File: src/hdl/mnt_pkg.sv
// ----------------------------------------------------------------------------
// mnt_pkg
// Shared types and constants for the neighbour table.
// ----------------------------------------------------------------------------
package mnt_pkg;

    localparam logic [1:0] OP_BEACON = 2'd0;
    localparam logic [1:0] OP_DATA   = 2'd1;
    localparam logic [1:0] OP_TICK   = 2'd2;
    localparam logic [1:0] OP_NONE   = 2'd3;

    localparam logic [1:0] ST_UNUSED = 2'd0;
    localparam logic [1:0] ST_VALID  = 2'd1;
    localparam logic [1:0] ST_LOST   = 2'd2;

    localparam logic [1:0] REG_RSSI_OFFSET = 2'd0;
    localparam logic [1:0] REG_LOST_AFTER  = 2'd1;
    localparam logic [1:0] REG_DROP_AFTER  = 2'd2;

    localparam logic [16:0] DAY_SECONDS = 17'd86400;
    localparam logic [31:0] SEQ_ALL_ONES = 32'hFFFF_FFFF;
    localparam logic [15:0] VPN_ANY = 16'hFFFF;

    // Classified command handed from the front end to the table engine.
    typedef struct packed {
        logic [1:0]  opcode;
        logic [31:0] src_call;
        logic [15:0] src_vpn;
        logic [31:0] seq_num;
        logic [3:0]  hops;
        logic [8:0]  rssi;
        logic [7:0]  cap_flags;
        logic [7:0]  tx_power;
    } t_cmd;

endpackage

File: src/hdl/mnt_front.sv
// ----------------------------------------------------------------------------
// mnt_front
// Accepts input transactions, converts RSSI and queues commands.
// ----------------------------------------------------------------------------
module mnt_front (
    input  logic           i_clk,
    input  logic           i_rst_n,
    input  logic [7:0]     i_rssi_offset,
    input  logic           i_valid,
    output logic           o_ready,
    input  logic [1:0]     i_opcode,
    input  logic [31:0]    i_src_call,
    input  logic [15:0]    i_src_vpn,
    input  logic [31:0]    i_seq_num,
    input  logic [3:0]     i_hops,
    input  logic [7:0]     i_rssi_raw,
    input  logic [7:0]     i_cap_flags,
    input  logic [7:0]     i_tx_power,
    output logic           o_cmd_valid,
    input  logic           i_cmd_ready,
    output mnt_pkg::t_cmd  o_cmd
);
    import mnt_pkg::*;

    // two-entry queue
    t_cmd       r_q [2];
    logic       r_wp, n_wp, r_rp, n_rp;
    logic [1:0] r_cnt, n_cnt;
    t_cmd       w_cmd;
    logic       w_push, w_pop;

    always_comb begin
        w_cmd.opcode    = i_opcode;
        w_cmd.src_call  = i_src_call;
        w_cmd.src_vpn   = i_src_vpn;
        w_cmd.seq_num   = i_seq_num;
        w_cmd.hops      = i_hops;
        w_cmd.rssi      = {2'b00, i_rssi_raw[7:1]} - {1'b0, i_rssi_offset};
        w_cmd.cap_flags = i_cap_flags;
        w_cmd.tx_power  = i_tx_power;
    end

    assign o_ready     = (r_cnt != 2'd2);
    assign o_cmd_valid = (r_cnt != 2'd0);
    assign o_cmd       = r_q[r_rp];
    assign w_push      = i_valid && o_ready;
    assign w_pop       = o_cmd_valid && i_cmd_ready;

    always_comb begin
        n_wp  = r_wp ^ w_push;
        n_rp  = r_rp ^ w_pop;
        n_cnt = r_cnt + {1'b0, w_push} - {1'b0, w_pop};
    end

    always_ff @(posedge i_clk) begin
        if (!i_rst_n) begin
            r_wp  <= 1'b0;
            r_rp  <= 1'b0;
            r_cnt <= 2'd0;
        end else begin
            r_wp  <= n_wp;
            r_rp  <= n_rp;
            r_cnt <= n_cnt;
        end
        if (w_push) begin
            r_q[r_wp] <= w_cmd;
        end
    end

endmodule

File: config.mk
export PLATFORM = sky130hd
export DESIGN_NAME = mnt_front
export DESIGN_NICKNAME = d
export VERILOG_FILES = /design/src/hdl/mnt_pkg.sv /design/src/hdl/mnt_front.sv
export SDC_FILE = /design/constraint.sdc
export NUM_CORES = 1
export LEC_CHECK = 0
export BUFFER_PORTS_ARGS = -buffer_cell sky130_fd_sc_hd__buf_2
export CORE_MARGIN = 10
export CORE_UTILIZATION = 58
export CTS_BUF_LIST = sky130_fd_sc_hd__clkbuf_2
export CTS_CLUSTER_SIZE = 24
export DETAILED_ROUTE_END_ITERATION = 12
export PLACE_DENSITY_LB_ADDON = 0.05
export SLEW_MARGIN = 25
export SYNTH_ARGS = -nofsm -noshare
export SYNTH_HDL_FRONTEND = slang
export SYNTH_SLANG_ARGS = --single-unit
export TNS_END_PERCENT = 10
File: constraint.sdc
create_clock -name i_clk -period 9.2 [get_ports i_clk]
set_clock_uncertainty 0.05 [all_clocks]
set_input_delay 0 -clock i_clk [delete_from_list [all_inputs] [get_ports i_clk]]
set_output_delay 0 -clock i_clk [all_outputs]
set_load 0.01 [all_outputs]
==> impl_metrics.ini, run 1 <==
[outcome]
status = stopped before the end
lastStage = clock tree synthesis (4_1_cts)
firstError = [ERROR RSZ-0060] Max buffer count reached.

[synthesis]
syn_area_per_cell_sq_um = 20.38
ys_seq_area_share_pct = 78.87
yosysTopAreaCell = edfxtp_1
yosys-top-cells-area = edfxtp_1, mux2_2, ha_1
synth_edf_count = 222
syn_area_sq_mm = 0.008579
synth_top_area_share_pct = 77.70
yosys_warnings = 0
ys_types = 30
postSynthCellCount = 421
synthTopCellsByCount = edfxtp_1, mux2_2, inv_1
ys_ff_latch = 227
synth_ff_type = edfxtp_1
synth_fp_nets = 555
async_flop_share_pct = 0
yosysMostFrequentCell = edfxtp_1

[clock_network]
cts_sinks = 227
cts_buffers = 55
ctsHoldBuffers = 184
clock-root-buffer = clkbuf_2
htree_num_levels = 2
cts_resized = 0
cts_buffer_depth = 3
postCtsSetupRepairBufs = 0

[die]
die_w_um = 141.6
start_util_pct = 59.03
std_cell_rows = 44
dieHeight_um = 141.6
io_pins = 235

[place]
port_buffers = 233
place_area_sq_mm = 0.009976
place_hpwl_um = 12280
dp.cells = 829
gp_congestion = 0.7481
pre_cts_slack_ns = 6.887
-- metrics by stage --
step | hold slack, ns | util, %
after detailed placement | 0.1425 | 68.64
after global placement | 0.1373 | 68.59
after floorplan | 0.04887 | -
-- cell families after synthesis --
| logic type | synth area share, % |
|---|---|
| adder cells (fa/ha/maj) | 1.838 |
| flip-flops | 78.87 |
| buffers and inverters | 1.342 |
| AND/OR/NAND/NOR | 1.575 |
| XOR/XNOR | 0.6125 |
| multiplexers | 14.69 |
| AO/OA/AOI/OAI | 1.079 |
==> run 2: changes to the inputs <==
--- a/config.mk
+++ b/config.mk
@@ -7,11 +7,9 @@
 export LEC_CHECK = 0
 export BUFFER_PORTS_ARGS = -buffer_cell sky130_fd_sc_hd__buf_2
 export CORE_MARGIN = 10
-export CORE_UTILIZATION = 58
-export CTS_BUF_LIST = sky130_fd_sc_hd__clkbuf_2
-export CTS_CLUSTER_SIZE = 24
+export CORE_UTILIZATION = 40
 export DETAILED_ROUTE_END_ITERATION = 12
-export PLACE_DENSITY_LB_ADDON = 0.05
+export PLACE_DENSITY_LB_ADDON = 0.15
 export SLEW_MARGIN = 25
 export SYNTH_ARGS = -nofsm -noshare
 export SYNTH_HDL_FRONTEND = slang
==> run 2 against run 1 <==
Net effect: synthesized cell count is the same; the run now ends clean; area after synthesis is the same.
==> impl_metrics.ini, run 2 <==
[timing]
setup_viol = 0
min_period_ns = 2.742
fin_crit_sh_pct = 29.81
whs_ns = 0.03971
rsz0062_at_grt = no
tightest_slew_ns = 0.7729
finalMaxSlewViolations = 0
tns_ns = 0
max_freq_mhz = 364.7
slew_headroom_pct = 48.47
finalWorstSetupSlack_ns = 6.458
hold_viol = 0

[layout]
area_delta_synth_final_pct = 40.51
top_register = r_q
layout_common_cells = buf_2, edfxtp_1, dlygate4sd3_1
mostFrequentLayoutCell = buf_2
finalNonFillerCells = 1078
fillCellCount = 1648
final_util_pct = 57.17
reg_top3 = r_q (222), r_cnt (2)
largest_reg_flops = 222
drive_above_1_share_pct = 48.63
nets = 918

[synthesis]
async_flop_share_pct = 0
yosysTopAreaCell = edfxtp_1
ys_seq_area_share_pct = 78.87
synth_fp_nets = 555
synth_top_area_share_pct = 77.70
yosys_warnings = 0
syn_area_sq_mm = 0.008579
yosysMostFrequentCell = edfxtp_1
synthTopCellsByCount = edfxtp_1, mux2_2, inv_1
syn_area_per_cell_sq_um = 20.38
synth_ff_type = edfxtp_1
yosys-top-cells-area = edfxtp_1, mux2_2, ha_1
ys_ff_latch = 227
ys_types = 30
postSynthCellCount = 421
synth_edf_count = 222

[route]
vias = 4948
dr.max_layer_used = met4
dr_wl_met2_um = 9556
drc = 0
ant_nets = 0
dr_wl_met3_um = 1456
finalWirelength_um = 19180
wl_per_cell_um = 17.79
drt_iter0_drc = 158
wl_met1_um = 7764
firstDrtPassIters = 4
via_per_inst = 4.590

[place]
gp_congestion = 0.7760
pre_cts_slack_ns = 6.497
dp.cells = 920
port_buffers = 233
place_hpwl_um = 12510

[global_routing]
grt.total_usage_pct = 13.17
grt_pass1_wl_um = 29780
grt-ovfl-total = 0
grt_max_degree = 75
antenna_found_initial = 1
grt_pass1_vias = 5560

[pwr]
p_per_area_mw_per_mm2 = 255.8
power_leakage_nw = 4.606
irDropWorstVdd_mv = 0.1454

[clock_network]
clk_pin_slew_worst_paths_ns = 0.06
htree_num_levels = 1
cts_resized = 0
postCtsSetupRepairBufs = 0
clock-root-buffer = clkbuf_16
cts_buffer_depth = 3
cts_tree = built
clkLatencyLatePin_ns = 0.50
cts_buffers = 24
cts_sinks = 227

[critical_path]
arrival_ns = 2.69
crit_fanout = 58
critPathKind = reg2out
cp.required_ns = 9.15
crit_chain = buf_4, mux2_2, buf_2
cpPeakStageDelay_ns = 0.83
start_kind = flip-flop
slowest_stage = dfxtp_4
critPathCaptureType = primary output

[flow_run]
drv_cap = 0

[die]
die_area_sq_mm = 0.02771
die_w_um = 166.5
std_cell_rows = 53
start_util_pct = 40.68
coreArea_sq_mm = 0.02109
io_pins = 235
dieHeight_um = 166.5

[hold_path]
hold_path_class = in2reg

[outcome]
status = finished, final reports clean
run 2: cell counts after synthesis:
No cell type changed its count.
run 2: what timing repair did:
item                                    in CTS  in global routing
hold buffers                               112                  0
hold endpoints to repair                   219                  0
endpoints found under the setup margin       0                  0
run 2: worst paths after layout:
path,start,end,slack (ns),cells after the start
worst min register to register,r_rp$_SDFF_PN0_,r_rp$_SDFF_PN0_,0.50,2
worst max register to register,r_cnt[0]$_SDFF_PN0_,r_q[1][68]$_DFFE_PP_,6.72,6
worst max-delay path,flip-flop,o_cmd[84],6.46,3
worst min-delay path,i_rssi_raw[4],r_q[1][19]$_DFFE_PP_,0.04,3
run 2: logic make-up after synthesis:
kind of cell / after synthesis / share of synthesized area (%)
compound gates: 14 / 1.079
flops: 227 / 78.87
simple gates: 23 / 1.575
buf+inv: 27 / 1.342
fa+ha+maj: 12 / 1.838
xor+xnor: 6 / 0.6125
mux: 112 / 14.69
run 2: per-layer routing:
metal	vias to the layer above	track usage, %
met3	30	4.378
met5	-	0
met2	165	22.44
li1	2370	-
met4	0	4.047
met1	2383	15.44
run 2: through the flow:
step	instance area (sq um)	total power [W]
6_report	12060	0.003084
5_1_grt	12060	0.003235
4_1_cts	12020	0.003133
3_5_place_dp	10080	0.002093
3_3_place_gp	10080	0.002073
2_1_floorplan	8579	0.001814
run 2: cell type report:
cell class,count,area [sq um],area share [%]
antenna,1,2.502,0.02076
clock buffer,29,640.6,5.314
clock inverter,15,177.7,1.474
inverter,15,56.30,0.4670
multi-input combinational,167,1723,14.29
sequential,227,6770,56.16
tap,275,344.1,2.854
timing repair buffer,349,2341,19.42
run 2: report_power, final:
group	internal, W	switching [W]	leakage (nW)	total [W]
combinational	0.000350	0.000370	2.08	0.000720
clock	0.000609	0.000375	0.407	0.000984
sequential	0.00132	0.0000617	2.11	0.00138
run 2: critical path: cells and delay by family, from the launching register on:
kind / cells / cell delay, ns
buffers and inverters: 2 / 0.88
flip-flops: 1 / 0.83
multiplexers: 1 / 0.42
Note: power is estimated with default switching activity, not from simulation.
==> run 3: changes to the inputs <==
==> constraint.sdc (replaced) <==
create_clock -name i_clk -period 2.4 [get_ports i_clk]
set_clock_uncertainty 0.05 [all_clocks]
set_input_delay 0 -clock i_clk [delete_from_list [all_inputs] [get_ports i_clk]]
set_output_delay 0 -clock i_clk [all_outputs]
set_load 0.01 [all_outputs]
==> run 3 against run 2 <==
Net effect: critical path depth unchanged; first-iteration DRC count increased by 15%; cell count increased by 0.28%; wire length increased by 2.5%; total power increased to 3.9 times the previous value; via count increased by 2.4%; core utilization increased by 0.39 points; die area unchanged; sequential power increased to 3.8 times the previous value; flip-flop and latch count unchanged; combinational power increased to 4.1 times the previous value; critical endpoint is now o_cmd[12]; highest routed layer unchanged.
==> impl_metrics.ini, run 3 (same netlist as run 2, synthesis figures left out) <==
[route]
ant_nets = 0
via_per_inst = 4.685
finalWirelength_um = 19650
drc = 0
drt_iter0_drc = 181
vias = 5065
firstDrtPassIters = 4
wl_per_cell_um = 18.18

[die]
dieHeight_um = 166.5
std_cell_rows = 53
die_area_sq_mm = 0.02771
die_w_um = 166.5
io_pins = 235
start_util_pct = 40.68
coreArea_sq_mm = 0.02109

[clock_network]
cts_buffer_depth = 3
cts_sinks = 227
clk_pin_slew_worst_paths_ns = 0.06
cts_buffers = 25
clock-root-buffer = clkbuf_16
cts_tree = built
htree_num_levels = 1
clkLatencyLatePin_ns = 0.52
postCtsSetupRepairBufs = 0

[layout]
finalNonFillerCells = 1081
top_register = r_q
nets = 922
drive_above_1_share_pct = 48.57
layout_common_cells = buf_2, edfxtp_1, dlygate4sd3_1
mostFrequentLayoutCell = buf_2
fillCellCount = 1665
multiInputGateArea_sq_mm = 0.001723
area_delta_synth_final_pct = 41.48
seq_area_sq_mm = 0.006770
final_design_area_no_fill_sq_mm = 0.01214
largest_reg_flops = 222
reg_top3 = r_q (222), r_cnt (2)

[critical_path]
path_buf_inv = 2
cpPeakStageDelay_ns = 0.53
crit_fanout = 52
arrival_ns = 1.96
critPathKind = reg2out
critical_path.top_delay_family = flip-flops
slowest_stage = dfxtp_4
critPathCaptureType = primary output
start_kind = flip-flop
cp.required_ns = 2.35
crit_chain = buf_12, mux2_2, buf_2

[hold_path]
hold_path_class = in2reg

[place]
port_buffers = 233
gp_congestion = 0.7525
place_hpwl_um = 13190
dp.cells = 924
place_area_sq_mm = 0.01019

[global_routing]
grt-ovfl-total = 0
grt_max_degree = 53
grt.total_usage_pct = 13.64
antenna_found_initial = 1
grt_pass1_vias = 5636
grt_pass1_wl_um = 30830

[pwr]
p_per_area_mw_per_mm2 = 982.5
p_switching_w = 0.003151
p_seq_share_pct = 43.7
switching_share_pct = 26.42
power_leakage_nw = 4.629
power_frac_comb_pct = 24.5
power_frac_clock_pct = 31.8
intPower_w = 0.008775
irDropWorstVdd_mv = 0.5979

[timing]
slew_headroom_pct = 76.93
fin_crit_sh_pct = 83.56
max_freq_mhz = 498.6
hold_viol = 0
min_period_ns = 2.006
rsz0062_at_grt = no
setup_viol = 0
tightest_slew_ns = 0.3461
tns_ns = 0
finalMaxSlewViolations = 0

[flow_run]
drv_cap = 0

[outcome]
status = finished, final reports clean
[run 3: area by class of cell]
cell class	instances	area share, %
Inverter	15	0.4639
Clock inverter	18	1.629
Sequential cell	227	55.78
Multi-Input combinational cell	167	14.19
Antenna cell	1	0.02062
Clock buffer	26	5.185
Timing Repair Buffer	352	19.89
Tap cell	275	2.835
[run 3: power groups by stage]
| stage | Sequential, W | Clock [W] | Combinational, W |
|---|---|---|---|
| 4_1_cts | 0.00522 | 0.00391 | 0.00300 |
| 3_5_place_dp | 0.00530 | 0 | 0.00284 |
| 3_3_place_gp | 0.00527 | 0 | 0.00280 |
| 6_report | 0.00521 | 0.00379 | 0.00292 |
| 2_1_floorplan | 0.00524 | 0 | 0.00168 |
| 5_1_grt | 0.00528 | 0.00405 | 0.00319 |
[run 3: tightest hold or removal path, delay by kind of cell]
family / cells / cell delay, ns
fa+ha+maj: 1 / 0.20
buf+inv: 2 / 0.15
xor+xnor: 1 / 0.15
[run 3: per-stage QoR]
step | worst slack, ns | hold slack (ns) | total power, W | utilization (%)
final | 0.3945 | 0.04132 | 0.01193 | 57.56
after global routing | 0.2734 | 0.05666 | 0.01252 | 57.56
after CTS | 0.3197 | 0.02710 | 0.01214 | 57.55
after detailed placement | 0.5337 | 0.1411 | 0.008136 | 48.31
after global placement | 0.5431 | 0.1373 | 0.008071 | 48.31
after floorplan | -0.1978 | 0.04887 | 0.006918 | -
[run 3: final timing paths]
kind	startpoint	end	slack (ns)	cells past startpoint
worst min-delay path	i_rssi_offset[2]	r_q[0][18]$_DFFE_PP_	0.04	4
worst max-delay path	flip-flop	o_cmd[12]	0.39	3
worst min register to register	r_rp$_SDFF_PN0_	r_rp$_SDFF_PN0_	0.51	2
worst max register to register	r_cnt[1]$_SDFF_PN0_	r_cnt[1]$_SDFF_PN0_	0.53	8
[run 3: layer usage]
| metal | up-vias | GRT usage, % | wire (um) |
|---|---|---|---|
| li1 | 2384 | - | - |
| met3 | 35 | 4.401 | 1464 |
| met2 | 181 | 22.47 | 9547 |
| met5 | - | 0 | 0 |
| met1 | 2465 | 16.61 | 8084 |
| met4 | 0 | 4.544 | 555 |
[run 3: timing repair]
action / in CTS / in global routing
endpoints found under the hold margin: 221 / 0
hold buffers: 112 / 0
gates resized for setup: 0 / 0
==> run 4: changes to the inputs <==
--- a/config.mk
+++ b/config.mk
@@ -5,6 +5,7 @@
 export SDC_FILE = /design/constraint.sdc
 export NUM_CORES = 1
 export LEC_CHECK = 0
+export ABC_AREA = 1
 export BUFFER_PORTS_ARGS = -buffer_cell sky130_fd_sc_hd__buf_2
 export CORE_MARGIN = 10
 export CORE_UTILIZATION = 40
==> constraint.sdc (replaced) <==
create_clock -name i_clk -period 1.7 [get_ports i_clk]
set_clock_uncertainty 0.05 [all_clocks]
set_input_delay 0 -clock i_clk [delete_from_list [all_inputs] [get_ports i_clk]]
set_output_delay 0 -clock i_clk [all_outputs]
set_load 0.01 [all_outputs]
==> run 4 against run 3 <==
Net effect: the run now ends with setup timing left; wire length rose by 12%; sequential share of layout area fell by 5.1 points; sequential power rose by 45%; critical path depth rose by 1; via count rose by 3.0%; largest power group unchanged.
==> impl_metrics.ini, run 4 <==
[place]
place_area_sq_mm = 0.01022
dp.cells = 950
port_buffers = 233
gp_congestion = 0.7970
place_hpwl_um = 13030

[hold_path]
hold_path_class = in2reg
holdCritStartpoint = i_rssi_offset[3]

[timing]
rsz0062_at_grt = yes
min_period_ns = 1.762
whs_ns = 0.06626
finalMaxSlewViolations = 0
tightest_slew_ns = 0.3790
hold_viol = 0
slew_headroom_pct = 74.73
finalWorstSetupSlack_ns = -0.06229
fin_crit_sh_pct = 103.7
setup_viol = 81
max_freq_mhz = 567.4

[synthesis]
synth_top_area_share_pct = 77.11
yosysMostFrequentCell = edfxtp_1
yosys-top-cells-area = edfxtp_1, mux2_2, ha_1
syn_area_per_cell_sq_um = 19.47
synth_edf_count = 222
async_flop_share_pct = 0
synth_ff_type = edfxtp_1
ys_types = 17
yosysTopAreaCell = edfxtp_1
yosys_warnings = 0
synth_fp_nets = 578
postSynthCellCount = 444
synthTopCellsByCount = edfxtp_1, mux2_2, nand2_1
ys_ff_latch = 227
ys_seq_area_share_pct = 78.26
syn_area_sq_mm = 0.008646

[clock_network]
clock-root-buffer = clkbuf_16
cts_buffers = 24
cts_buffer_depth = 3
clkLatencyLatePin_ns = 0.49
cts_tree = built
clk_pin_slew_worst_paths_ns = 0.06
cts_sinks = 227
htree_num_levels = 1

[outcome]
status = finished, violations left
violations = setup timing

[flow_run]
drv_cap = 0

[pwr]
p_per_area_mw_per_mm2 = 1424
power_leakage_nw = 5.347
irDropWorstVdd_mv = 0.8332
p_total_w = 0.01903

[layout]
final_util_pct = 63.17
area_delta_synth_final_pct = 54.56
diodes = 0
mostFrequentLayoutCell = edfxtp_1
layout_common_cells = edfxtp_1, buf_2, dlygate4sd3_1
drive_above_1_share_pct = 48.89
largest_reg_flops = 222
final_design_area_no_fill_sq_mm = 0.01336
top_register = r_q
finalNonFillerCells = 1128
nets = 969
reg_top3 = r_q (222), r_cnt (2)

[global_routing]
antenna_found_initial = 0
grt.total_usage_pct = 14.57
grt_pass1_wl_um = 32620
grt_pass1_vias = 5804
grt-ovfl-total = 0
grt_max_degree = 66

[route]
vias = 5216
drt_iter0_drc = 176
finalWirelength_um = 22090
firstDrtPassIters = 4
via_per_inst = 4.624
wl_per_cell_um = 19.58
drc = 0
ant_nets = 0

[critical_path]
critPathKind = reg2out
cpPeakStageDelay_ns = 0.40
arrival_ns = 1.71
crit_chain = buf_12, clkbuf_16, mux2_2, buf_2
reg2reg_from = r_cnt[0]$_SDFF_PN0_
cp.required_ns = 1.65
critPathCaptureType = primary output
path_buf_inv = 3
crit_fanout = 7
slowest_stage = dfxtp_4
critical_path.top_delay_family = buffers and inverters
start_kind = flip-flop

[die]
start_util_pct = 40.87
coreArea_sq_mm = 0.02115
die_area_sq_mm = 0.02790
std_cell_rows = 53
die_w_um = 167.0
io_pins = 235
dieHeight_um = 167.0
-- run 4: layout make-up --
type,instances,area [sq um]
clock buffers,38,714.4
repair buffers,377,3411
fillers,1504,7791
clock inverters,6,60.06
inverters,27,101.3
multi-input cells,178,1961
well taps,275,344.1
flip-flops and latches,227,6771
-- run 4: final timing paths --
| kind | cells after the start | slack, ns | to |
|---|---|---|---|
| hold / removal | 4 | 0.07 | r_q[0][19]$_DFFE_PP_ |
| hold reg to reg | 2 | 0.46 | flip-flop |
| setup reg to reg | 6 | 0.11 | r_q[1][77]$_DFFE_PP_ |
| setup / recovery | 4 | -0.06 | o_cmd[110] |
-- run 4: cell families (layout without fill, tap and decap cells) --
logic type,count (synthesis),after routing,synth area share [%]
flip-flops,227,227,78.26
buffers and inverters,39,448,2.591
AND/OR/NAND/NOR,46,46,2.142
adder cells (fa/ha/maj),12,12,1.823
AO/OA/AOI/OAI,5,5,0.3184
multiplexers,111,111,14.46
XOR/XNOR,4,4,0.4053
-- run 4: tightest hold or removal path, cell delays in order --
cell    delay, ns
buf_2        0.09
inv_1        0.05
ha_1         0.19
xor2_1       0.10
-- run 4: repair_timing --
item                                    4_1_cts  5_1_grt
hold buffers                                115        0
hold endpoints to repair                    227        0
pin swaps                                     0        0
endpoints found under the setup margin      111      112
gates cloned                                  7        8
setup buffers                                 6        0
resized for setup                           108       68
-- run 4: power breakdown --
part	internal, W	total, W	switching, W
clock network	0.00303	0.00500	0.00197
registers	0.00731	0.00756	0.000254
logic	0.00362	0.00647	0.00285
-- run 4: per-layer routing --
metal,GRT usage (%),vias to the layer above,share of wire (%)
met3,4.260,23,7.2
met4,3.818,0,1.3
met2,25.08,186,51
met1,17.44,2537,40
met5,0,-,0
li1,-,2470,-
-- run 4: per-stage QoR --
stage	setup TNS, ns	worst slack, ns
3_3_place_gp	0	0.1524
3_5_place_dp	0	0.1159
5_1_grt	-7.710	-0.1221
6_report	-1.501	-0.06229
2_1_floorplan	-44.89	-0.2043
4_1_cts	-6.115	-0.09518
